$ cat src/design/arp_pkg.sv
// ----------------------------------------------------------------------------
// Arpeggiator package
// Shared types and fixed codes for the arpeggiator sequencer core.
// ----------------------------------------------------------------------------
package arp_pkg;

  // Play modes, as written into the mode register
  typedef enum logic [1:0] {
    MODE_UP     = 2'd0,
    MODE_DOWN   = 2'd1,
    MODE_UPDOWN = 2'd2,
    MODE_RANDOM = 2'd3
  } arp_mode_e;

  // Sequencer states
  typedef enum logic [2:0] {
    ST_IDLE,
    ST_RB_READ,
    ST_RB_CALC,
    ST_RB_WRITE,
    ST_TICK_OUT,
    ST_MOD
  } arp_state_e;

  // Operation codes of an input item
  localparam logic [1:0] OP_WRITE   = 2'd0;
  localparam logic [1:0] OP_REBUILD = 2'd1;
  localparam logic [1:0] OP_TICK    = 2'd2;

  // Configuration register indexes
  localparam int unsigned CFG_IDX_W  = 2;
  localparam int unsigned CFG_DATA_W = 7;
  localparam logic [CFG_IDX_W-1:0] CFG_MODE  = 2'd0;
  localparam logic [CFG_IDX_W-1:0] CFG_SPAN  = 2'd1;
  localparam logic [CFG_IDX_W-1:0] CFG_FLOOR = 2'd2;

  // Field widths
  localparam int unsigned NOTE_W   = 7;
  localparam int unsigned OUT_W    = 8;
  localparam int unsigned SLOT_W   = 4;
  localparam int unsigned HELD_W   = 5;
  localparam int unsigned RND_W    = 16;
  localparam int unsigned OCT_W    = 3;
  localparam int unsigned SHIFT_W  = 7;
  localparam int unsigned RAISE_W  = 5;

  // Semitones per octave, and a reciprocal of it: floor(x * 171 / 2048)
  // equals floor(x / 12) for every x below 256
  localparam int unsigned OCTAVE      = 12;
  localparam int unsigned RECIP       = 171;
  localparam int unsigned RECIP_SHIFT = 11;

endpackage

$ cat src/design/arpeggiator_sequencer_core.sv
// ----------------------------------------------------------------------------
// Arpeggiator sequencer core
// Note pool, sequence store and a small sequencer that builds and plays
// an arpeggio in up, down, up-down or random order.
// ----------------------------------------------------------------------------
// Usage:
//   Items enter on start while busy is low; operation selects a pool write,
//   a rebuild of the sequence, or a clock tick. Mode, octave span and down
//   floor are written over the cfg_valid_i / cfg_ready_o channel, which is
//   always ready; write it only while busy is low.
//   Pool write: taken on accept, busy stays low.
//   Rebuild: busy for a pool read, then a calc and a write per step (steps =
//   held * (span + 1), up to the store depth); each entry takes one pass
//   through the pool read port and the shared add/reciprocal unit, then one
//   store write. Tick: the note shows on note_out_o with note_strobe_o for
//   one cycle, the cycle after transfer. Up, down and up-down modes then
//   free the block; random mode runs a bit-serial remainder over the 16-bit
//   random value and stays busy until it is done. A tick on an empty sequence
//   gives no result and busy stays low.
//   Reset clears position, step count, direction and configuration. The
//   store needs no clearing: every position a tick can read lies below the
//   largest step count ever built, so it was written.
//   The receiver cannot stall; each result is taken in its strobe cycle.
// ----------------------------------------------------------------------------
module arpeggiator_sequencer_core
  import arp_pkg::*;
#(
  parameter int unsigned POOL_DEPTH = 16,
  parameter int unsigned MAX_SPAN   = 3
) (
  input  logic                  clk_i,
  input  logic                  rst_ni,
  input  logic                  start,
  output logic                  busy,
  input  logic [1:0]            operation_i,
  input  logic [SLOT_W-1:0]     slot_index_i,
  input  logic [NOTE_W-1:0]     note_value_i,
  input  logic [HELD_W-1:0]     held_count_i,
  input  logic [RND_W-1:0]      random_value_i,
  output logic                  note_strobe_o,
  output logic [OUT_W-1:0]      note_out_o,
  input  logic                  cfg_valid_i,
  output logic                  cfg_ready_o,
  input  logic [CFG_IDX_W-1:0]  cfg_index_i,
  input  logic [CFG_DATA_W-1:0] cfg_data_i
);

  localparam int unsigned SEQ_DEPTH = POOL_DEPTH * (MAX_SPAN + 1);
  localparam int unsigned SC_W      = $clog2(SEQ_DEPTH + 1);
  localparam int unsigned IDX_W     = (SEQ_DEPTH > 1) ? $clog2(SEQ_DEPTH) : 1;
  localparam int unsigned HW        = $clog2(POOL_DEPTH + 1);
  localparam int unsigned PA_W      = (POOL_DEPTH > 1) ? $clog2(POOL_DEPTH) : 1;

  arp_state_e state_q, state_d;

  // configuration
  arp_mode_e           arp_mode_q;
  logic [1:0]          octave_span_q;
  logic [NOTE_W-1:0]   note_floor_q;

  // play state
  logic [SC_W-1:0]     position_q;
  logic [SC_W-1:0]     step_count_q;
  logic                descending_q;

  // rebuild walk
  logic [HW-1:0]       held_q;
  logic [HW-1:0]       rd_slot_q;
  logic [OCT_W-1:0]    span_q;
  logic [OCT_W-1:0]    oct_q;
  logic [SHIFT_W-1:0]  shift_q;
  logic [SHIFT_W-1:0]  off_q;
  logic [NOTE_W-1:0]   n_q;
  logic [RAISE_W-1:0]  raise_q;
  logic                last_q;
  logic [SC_W-1:0]     idx_q;

  // random remainder
  logic [RND_W-1:0]    rnd_q;
  logic [3:0]          bit_q;
  logic [SC_W-1:0]     rem_q;

  // memories
  logic [NOTE_W-1:0]   pool_mem [POOL_DEPTH];
  logic [NOTE_W-1:0]   pool_rdata_q;
  logic [OUT_W-1:0]    seq_mem  [SEQ_DEPTH];
  logic [OUT_W-1:0]    seq_rdata_q;

  logic accept;
  assign accept      = start && !busy;
  assign cfg_ready_o = 1'b1;

  // --------------------------------------------------------------------------
  // Item decode
  // --------------------------------------------------------------------------
  logic [HW-1:0]    held_sat;
  logic [OCT_W-1:0] span_lim;
  logic             pool_we;

  assign held_sat = (32'(held_count_i) > POOL_DEPTH) ? HW'(POOL_DEPTH) : HW'(held_count_i);
  assign span_lim = (32'(octave_span_q) > MAX_SPAN) ? OCT_W'(MAX_SPAN) : OCT_W'(octave_span_q);
  assign pool_we  = accept && (operation_i == OP_WRITE) && (32'(slot_index_i) < POOL_DEPTH);

  // --------------------------------------------------------------------------
  // Shared unit: down-mode raise count and entry value
  // --------------------------------------------------------------------------
  logic [OUT_W-1:0]   need;
  logic [OUT_W-1:0]   gap;
  logic [15:0]        prod;
  logic               below;
  logic [RAISE_W-1:0] raise_calc;
  logic [OUT_W:0]     raised;
  logic [OUT_W-1:0]   entry;

  assign need       = OUT_W'(note_floor_q) + OUT_W'(shift_q);
  assign below      = OUT_W'(pool_rdata_q) < need;
  assign gap        = need - OUT_W'(pool_rdata_q);
  assign prod       = (16'(gap) + 16'(OCTAVE - 1)) * 16'(RECIP);
  assign raise_calc = RAISE_W'(prod >> RECIP_SHIFT);
  assign raised     = (OUT_W + 1)'(n_q) + (OUT_W + 1)'({raise_q, 3'b000})
                    + (OUT_W + 1)'({raise_q, 2'b00});

  always_comb begin
    if (arp_mode_q == MODE_DOWN) begin
      entry = OUT_W'(raised - (OUT_W + 1)'(off_q));
    end else begin
      entry = OUT_W'(n_q) + OUT_W'(off_q);
    end
  end

  // remainder step: shift in one bit, subtract the step count if it fits
  logic [SC_W:0]   rem_trial;
  logic [SC_W-1:0] rem_next;

  assign rem_trial = {rem_q, rnd_q[bit_q]};
  assign rem_next  = (rem_trial >= {1'b0, step_count_q})
                   ? SC_W'(rem_trial - {1'b0, step_count_q}) : SC_W'(rem_trial);

  // tick advance for the non-random modes
  logic [SC_W-1:0] pos_inc;
  assign pos_inc = position_q + SC_W'(1);

  // --------------------------------------------------------------------------
  // Next state
  // --------------------------------------------------------------------------
  always_comb begin
    state_d = state_q;
    case (state_q)
      ST_IDLE: begin
        if (accept) begin
          if (operation_i == OP_REBUILD && held_sat != '0) begin
            state_d = ST_RB_READ;
          end else if (operation_i == OP_TICK && step_count_q != '0) begin
            state_d = ST_TICK_OUT;
          end
        end
      end
      ST_RB_READ:  state_d = ST_RB_CALC;
      ST_RB_CALC:  state_d = ST_RB_WRITE;
      ST_RB_WRITE: state_d = last_q ? ST_IDLE : ST_RB_CALC;
      ST_TICK_OUT: state_d = (arp_mode_q == MODE_RANDOM) ? ST_MOD : ST_IDLE;
      ST_MOD:      state_d = (bit_q == 4'd0) ? ST_IDLE : ST_MOD;
      default:     state_d = ST_IDLE;
    endcase
  end

  // --------------------------------------------------------------------------
  // Outputs
  // --------------------------------------------------------------------------
  always_comb begin
    busy          = (state_q != ST_IDLE);
    note_strobe_o = (state_q == ST_TICK_OUT);
    note_out_o    = seq_rdata_q;
  end

  // --------------------------------------------------------------------------
  // Control registers
  // --------------------------------------------------------------------------
  always_ff @(posedge clk_i or negedge rst_ni) begin
    if (!rst_ni) begin
      state_q       <= ST_IDLE;
      arp_mode_q    <= MODE_UP;
      octave_span_q <= '0;
      note_floor_q  <= '0;
      position_q    <= '0;
      step_count_q  <= '0;
      descending_q  <= 1'b0;
    end else begin
      state_q <= state_d;

      if (cfg_valid_i && cfg_ready_o) begin
        case (cfg_index_i)
          CFG_MODE:  arp_mode_q    <= arp_mode_e'(cfg_data_i[1:0]);
          CFG_SPAN:  octave_span_q <= cfg_data_i[1:0];
          CFG_FLOOR: note_floor_q  <= cfg_data_i;
          default:   ;
        endcase
      end

      case (state_q)
        ST_IDLE: begin
          if (accept && operation_i == OP_REBUILD && held_sat == '0) begin
            step_count_q <= '0;
          end
        end
        ST_RB_WRITE: begin
          if (last_q) begin
            step_count_q <= idx_q + SC_W'(1);
          end
        end
        ST_TICK_OUT: begin
          case (arp_mode_q)
            MODE_UPDOWN: begin
              if (!descending_q) begin
                if (pos_inc >= step_count_q) begin
                  position_q   <= (step_count_q == SC_W'(1)) ? '0
                                : step_count_q - SC_W'(2);
                  descending_q <= 1'b1;
                end else begin
                  position_q <= pos_inc;
                end
              end else if (position_q == '0) begin
                position_q   <= (step_count_q == SC_W'(1)) ? '0 : SC_W'(1);
                descending_q <= 1'b0;
              end else begin
                position_q <= position_q - SC_W'(1);
              end
            end
            MODE_RANDOM: ;
            default: begin
              position_q <= (pos_inc >= step_count_q) ? '0 : pos_inc;
            end
          endcase
        end
        ST_MOD: begin
          if (bit_q == 4'd0) begin
            position_q <= rem_next;
          end
        end
        default: ;
      endcase
    end
  end

  // --------------------------------------------------------------------------
  // Datapath registers
  // --------------------------------------------------------------------------
  always_ff @(posedge clk_i) begin
    case (state_q)
      ST_IDLE: begin
        held_q    <= held_sat;
        rd_slot_q <= held_sat - HW'(1);
        span_q    <= span_lim;
        oct_q     <= '0;
        shift_q   <= '0;
        idx_q     <= '0;
        rnd_q     <= random_value_i;
      end
      ST_RB_CALC: begin
        n_q     <= pool_rdata_q;
        off_q   <= shift_q;
        raise_q <= (arp_mode_q == MODE_DOWN && below) ? raise_calc : '0;
        // walk slots from the highest held one down, then the next octave
        if (rd_slot_q == '0) begin
          rd_slot_q <= held_q - HW'(1);
          oct_q     <= oct_q + OCT_W'(1);
          shift_q   <= shift_q + SHIFT_W'(OCTAVE);
          last_q    <= (oct_q == span_q);
        end else begin
          rd_slot_q <= rd_slot_q - HW'(1);
          last_q    <= 1'b0;
        end
      end
      ST_RB_WRITE: begin
        idx_q <= idx_q + SC_W'(1);
      end
      ST_TICK_OUT: begin
        rem_q <= '0;
        bit_q <= 4'(RND_W - 1);
      end
      ST_MOD: begin
        rem_q <= rem_next;
        bit_q <= bit_q - 4'd1;
      end
      default: ;
    endcase
  end

  // --------------------------------------------------------------------------
  // Note pool and sequence store
  // --------------------------------------------------------------------------
  always_ff @(posedge clk_i) begin
    if (pool_we) begin
      pool_mem[PA_W'(slot_index_i)] <= note_value_i;
    end
    pool_rdata_q <= pool_mem[rd_slot_q[PA_W-1:0]];
  end

  always_ff @(posedge clk_i) begin
    if (state_q == ST_RB_WRITE) begin
      seq_mem[idx_q[IDX_W-1:0]] <= entry;
    end
    seq_rdata_q <= seq_mem[position_q[IDX_W-1:0]];
  end

  // --------------------------------------------------------------------------
  // Assertions
  // --------------------------------------------------------------------------
  a_strobe_single : assert property (@(posedge clk_i) disable iff (!rst_ni)
    note_strobe_o |=> !note_strobe_o)
    else $error("result strobe held for more than one cycle");

  a_empty_tick : assert property (@(posedge clk_i) disable iff (!rst_ni)
    (accept && operation_i == OP_TICK && step_count_q == '0) |=> !busy)
    else $error("tick on empty sequence started work");

  a_pos_range : assert property (@(posedge clk_i) disable iff (!rst_ni)
    32'(position_q) < SEQ_DEPTH)
    else $error("position beyond sequence store");

  a_write_range : assert property (@(posedge clk_i) disable iff (!rst_ni)
    (state_q == ST_RB_WRITE) |-> (32'(idx_q) < SEQ_DEPTH))
    else $error("rebuild writes beyond sequence store");

  a_steps_stable : assert property (@(posedge clk_i) disable iff (!rst_ni)
    (state_q == ST_TICK_OUT || state_q == ST_MOD) |=> $stable(step_count_q))
    else $error("step count changed during a tick");

endmodule
$ cat config.mk
export PLATFORM = sky130hd
export DESIGN_NAME = arpeggiator_sequencer_core
export DESIGN_NICKNAME = d
export VERILOG_FILES = /design/src/design/arp_pkg.sv /design/src/design/arpeggiator_sequencer_core.sv
export SDC_FILE = /design/constraint.sdc
export NUM_CORES = 1
export LEC_CHECK = 0
export BUFFER_PORTS_ARGS = -buffer_cell sky130_fd_sc_hd__clkbuf_2
export CORE_MARGIN = 3
export CORE_UTILIZATION = 40
export CTS_CLUSTER_DIAMETER = 200
export DETAILED_ROUTE_END_ITERATION = 10
export HOLD_SLACK_MARGIN = 0.02
export SLEW_MARGIN = 20
export SYNTH_ARGS = -nofsm -noshare
export SYNTH_HDL_FRONTEND = slang
export SYNTH_SLANG_ARGS = --single-unit
$ cat constraint.sdc
create_clock -name clk_i -period 7.15 [get_ports clk_i]
set_input_delay 0.715 -clock clk_i [delete_from_list [all_inputs] [get_ports clk_i]]
set_output_delay 0.715 -clock clk_i [all_outputs]
set_load 0.01 [all_outputs]
== After elaboration in Yosys (flattened, before gate mapping) ==
Memories as Yosys holds them, arrays and structs flattened. A register that Yosys moved wholly into a read port is not among the register bits.
Cells that the tools add are included.

* Memories kept: 2
* RAM bits: 624
* Bits in registers: 105
* Input port bits: 47
* Output and inout port bits: 11
* ROM bits: 0
* Latch bits: 0

{| class="wikitable"
|+ Memories
! name !! words !! width !! read ports !! clocked after Yosys merged registers in !! write ports !! RTL line !! RTL
|-
| seq_mem || 64 || 8 || 1 || 1 || 1 || arpeggiator_sequencer_core.sv:86 || <nowiki>logic [OUT_W-1:0] seq_mem [SEQ_DEPTH];</nowiki>
|-
| pool_mem || 16 || 7 || 1 || 1 || 1 || arpeggiator_sequencer_core.sv:84 || <nowiki>logic [NOTE_W-1:0] pool_mem [POOL_DEPTH];</nowiki>
|}

* $mul: 1
* Equal/unequal tests: 21
* Div/mod/pow operators: 0
* Bitwise logic cells: 0
* $lt $le $gt $ge: 5
* Reduce and logical (&&, ||, !) cells: 29
* $add $sub $neg: 18
* Shifts and indexed selects: 0
* Multiplexer cells: 40

{| class="wikitable"
|+ Operator list
! kind !! count
|-
| case mux 7 bit (2 select lines) || 6
|-
| 2-to-1 mux 7 bit || 10
|-
| 2-to-1 mux 3 bit || 6
|-
| case mux 3 bit (6 select lines) || 1
|-
| adder 7 x 7 -> 8 bit || 2
|-
| multiplier 9 x 8 -> 16 bit (second input constant) || 1
|-
| subtractor 8 x 7 -> 8 bit || 2
|-
| subtractor 5 x 1 -> 5 bit (second input constant) || 3
|-
| adder 7 x 1 -> 7 bit (second input constant) || 2
|-
| inequality test 2 bit (second input constant) || 6
|-
| AND reduction 2 bit || 6
|-
| zero test 5 bit || 2
|-
| 2-to-1 mux 5 bit || 2
|-
| case mux 5 bit (2 select lines) || 1
|-
| adder 8 x 4 -> 9 bit (second input constant) || 1
|-
| 2-to-1 mux 1 bit || 9
|-
| adder 7 x 8 -> 8 bit || 1
|-
| adder 8 x 7 -> 8 bit || 1
|-
| == test 2 bit (second input constant) || 4
|-
| >= comparator 8 x 7 -> 1 bit || 1
|-
| less-than comparator 7 x 8 -> 1 bit || 1
|-
| 2-to-1 mux 8 bit || 1
|-
| case mux 4 bit (2 select lines) || 1
|-
| adder 7 x 4 -> 7 bit (second input constant) || 1
|-
| 29 further kinds || 43
|}

== Logic depth before layout (Yosys ltp) ==
* Word-level depth: 7
* Mapped depth: 26

== Least setup slack after synthesis ==
OpenSTA, ideal clock, no wires.

* Kind: reg-to-reg
* From: register shift_q[2]
* To: register raise_q[4] (data pin)
* Cell stages (with the launch flop): 25
* Slack: 1.167 ns
* Period minus slack after synthesis: 5.983 ns
* Arrival time: 5.726 ns
* Library setup time: 0.257 ns
* Data required time: 6.893 ns
* Path through: edfxtp_1 > ha_1 > fa_1 > a21o_1 > a21oi_1 > xnor2_1 > ha_1 > or3_1 > o32ai_1 > xnor2_1 > o2111ai_1 > inv_1 > ha_1 > fa_1 > inv_1 > fa_1 > inv_1 > ha_1 > a211oi_1 > a21oi_1 > a211oi_1 > o21ai_0 > xnor2_1 > xnor2_1 > nor2_1

* Cells in the longest elaborated chain, start to end: 4
* Elaborated cells between the ends (all ways): 6
* Those cells by class: add/sub (3); mul (1); order compare (1); reduce/logical (1)

{| class="wikitable"
|+ RTL lines
! element !! RTL line !! RTL
|-
| start, declared || arpeggiator_sequencer_core.sv:71 || <nowiki>logic [SHIFT_W-1:0] shift_q;</nowiki>
|-
| start signal, assigned || arpeggiator_sequencer_core.sv:267 || <nowiki>shift_q <= shift_q + SHIFT_W'(OCTAVE);</nowiki>
|-
| adder 7 x 7 -> 8 bit (*) || arpeggiator_sequencer_core.sv:115 || <nowiki>assign need = OUT_W'(note_floor_q) + OUT_W'(shift_q);</nowiki>
|-
| subtractor 8 x 7 -> 8 bit || arpeggiator_sequencer_core.sv:117 || <nowiki>assign gap = need - OUT_W'(pool_rdata_q);</nowiki>
|-
| adder 8 x 4 -> 9 bit || arpeggiator_sequencer_core.sv:118 || <nowiki>assign prod = (16'(gap) + 16'(OCTAVE - 1)) * 16'(RECIP);</nowiki>
|-
| multiplier 9 x 8 -> 16 bit || arpeggiator_sequencer_core.sv:118 ||
|-
| end signal, assigned || arpeggiator_sequencer_core.sv:262 || <nowiki>raise_q <= (arp_mode_q == MODE_DOWN && below) ? raise_calc : '0;</nowiki>
|-
| end, declared || arpeggiator_sequencer_core.sv:74 || <nowiki>logic [RAISE_W-1:0] raise_q;</nowiki>
|}

Every way passes the cells marked *; elsewhere a longest branch is shown, timed or not.
A chain may end at the register's enable or synchronous reset.

== Worst setup path after layout ==
Same ends and word-level chain as after synthesis.

==> results_dict.tcl <==
set metrics [dict create \
    status "finished, final reports clean" \
    ys_warn_count 0 \
    final_cells 3023 \
    final_max_slew_viol_count 0 \
    synth_nets 1993 \
    period_needed_ps 6581 \
    yosys.area.top_type_share 0.6494 \
    finish.utilization 0.4570 \
    place_inst 2878 \
    io_pins 58 \
    fp.dieH_um 289.7 \
    cts_buffers 78 \
    end_kind "flip-flop" \
    grt_max_degree 107 \
    fin_crit_sh 0.9204 \
    cts_root_buf "clkbuf_16" \
    rsz0062_at_grt "false" \
    n_antenna_cell 0 \
    synth-seq-cells 740 \
    cts_max_path_buffers 3 \
    die_width_um 289.7 \
    hp-class "in -> async" \
    cts-hold-fix-buffers 0 \
    yosysUniqueCellTypes 67 \
    async_flop_share 0.03919 \
    setup_slack_ps 569.1 \
    num_vias 16390 \
    rrSetupSlack_ps 570 \
    seq_area_frac_synth 0.6812 \
    synthCells 1825 \
    layout-drive-gt1-share 0.2114 \
    numClockSinks 740 \
    grt_pass1_wl_um 105700 \
    max_freq_mhz 152.0 \
    fin_tns_setup_ps 0 \
    cap_violations 0 \
    worst_pin_slew_ps 1039 \
    cp-start-kind "flip-flop" \
    critPathRequiredTime_ps 7520 \
    finalHoldViolCount 0 \
    cts-resized-gates 0 \
    synth_area_leaders "edfxtp_1, mux4_2, ha_1, dfrtp_1, nor2_1" \
    routedWlPerCell_um 22.96 \
    yosys-top-cells-count "edfxtp_1, mux4_2, nor2_1" \
    setup-violations-final 0 \
    timing.rr.end "raise_q[4]$_SDFFCE_PN0P_" \
    reg2reg_depth 23 \
    floorplan.initialDensity 0.4054 \
    cp.arrival_ps 6950 \
    syn_area_sq_um 32190 \
    ant_nets 0 \
    synth_edf_count 696 \
    post-place-ws_ps 502.8 \
    insertion_delay_ps 640 \
    drtPass1Iterations 5 \
    gp_congestion 0.8533 \
    antenna_found_initial 0 \
    grt_overflow 0 \
    relSlewSlack 0.3017 \
    place_hpwl_um 43890 \
    yosys.cell_count.top_type "edfxtp_1" \
    rows 103 \
    coreArea_sq_um 79390 \
    htreeDepth 3 \
    fin_nets 2076 \
    crit_path_max_fanout 6 \
    grt_pass1_vias 17110 \
    dieArea_sq_um 83900 \
    drt_iter0_drc 1239 \
    syn_avg_cell_area_sq_um 17.64 \
    clock_skew_ps 41.82 \
    synth_top_area_cell "edfxtp_1" \
    synthFlopType "edfxtp_1" \
    routed_wl_um 69400 \
    reg2reg_from "shift_q[2]$_SDFFCE_PN0P_" \
    area_growth_pct 12.72 \
    drc 0 \
    critical_path_class "reg -> reg" \
    cts_setup_buffers 0 \
    grt_util_all_layers 0.1674 \
    io_buffers 56 \
    via_per_inst 5.421 \
    path_clk_slew_ps 60 \
    cts_tree "done" \
]
## layout make-up
class / count / area (sq um)
Multi-Input combinational cell: 916 / 9627
Inverter: 97 / 364.1
Sequential cell: 740 / 21940
Fill cell: 6832 / 43110
Timing Repair Buffer: 75 / 435.4
Tap cell: 1050 / 1314
Clock inverter: 44 / 459.2
Clock buffer: 101 / 2143
## worst max-delay path by stage
stage,startpoint,to,slack [ps]
2_1_floorplan,shift_q[2]$_SDFFCE_PN0P_,raise_q[4]$_SDFFCE_PN0P_,1170
4_1_cts,shift_q[2]$_SDFFCE_PN0P_,raise_q[4]$_SDFFCE_PN0P_,470
3_5_place_dp,shift_q[2]$_SDFFCE_PN0P_,raise_q[4]$_SDFFCE_PN0P_,500
6_report,shift_q[2]$_SDFFCE_PN0P_,raise_q[4]$_SDFFCE_PN0P_,570
5_1_grt,shift_q[2]$_SDFFCE_PN0P_,raise_q[4]$_SDFFCE_PN0P_,40
3_3_place_gp,shift_q[2]$_SDFFCE_PN0P_,raise_q[4]$_SDFFCE_PN0P_,570
## kinds of logic (layout without fill, tap and decap cells)
kind of cell,Yosys count,after routing,share of synthesized area
DFF,740,740,0.6812
other,1,1,0.0001165
and+or+nand+nor,326,326,0.04677
AOI/OAI and AO/OA,180,180,0.03545
muxes,235,235,0.1465
adders and majority gates,121,121,0.05334
xor gates and xnor gates,53,53,0.01466
buffers and inverters,169,317,0.02193
## per-stage QoR
stage	instance area (sq um)	hold WS, ps
after floorplan	32190	408.2
after global placement	33670	436.8
after detailed placement	33670	439.6
after CTS	36270	169.6
after global routing	36280	209.2
final	36280	172.0
## per-layer routing
layer	share of wire	GRT usage
met1	0.44	0.2287
met2	0.50	0.2819
met3	0.046	0.02573
met4	0.023	0.04351
met5	0	0
## registers in the layout, summed over array words and instances (netlist names), 4 cells and up
| name | flops |
|---|---|
| seq_mem | 512 |
| bit_q | 4 |
| rem_q | 7 |
| idx_q | 7 |
| pool_rdata_q | 7 |
| held_q | 5 |
| rnd_q | 16 |
| raise_q | 5 |
| pool_mem | 112 |
| rd_slot_q | 5 |
| note_out_o | 8 |
| shift_q | 5 |
| position_q | 7 |
| note_floor_q | 7 |
| step_count_q | 7 |
| n_q | 7 |
| off_q | 5 |
## layout by cell type, fill, tap and decap left out, drive strengths merged, types with 18 or more instances in the layout
cell,Yosys,final
o21ai,49,49
clkbuf,41,157
edfxtp,696,696
buf,31,19
ha,94,94
nand2,56,56
mux2,19,19
a21oi,48,48
mux2i,29,29
nand3,27,27
fa,27,27
xnor2,34,34
nor2,149,149
nor3,18,18
dfrtp,29,29
clkinv,0,28
mux4,187,187
xor2,19,19
inv,97,102
## critical path, stage by stage, from the launching register on
cell and delay [ps]:
edfxtp_1 460, ha_1 230, fa_1 410, xor2_1 170, ha_1 360, o21ai_0 110, nor2_1 290, nor2_1 160
xnor2_1 480, ha_1 340, ha_1 310, xnor2_1 160, fa_1 520, inv_1 50, fa_1 470, inv_1 50
ha_1 300, a211oi_1 280, a21oi_1 110, a211oi_1 470, o21ai_0 220, xnor2_1 200, xnor2_1 130, nor2_1 50
Power is left out: the tool's default activity adds up to more than one toggle a clock period on the data nets, which glitch-free logic cannot reach.
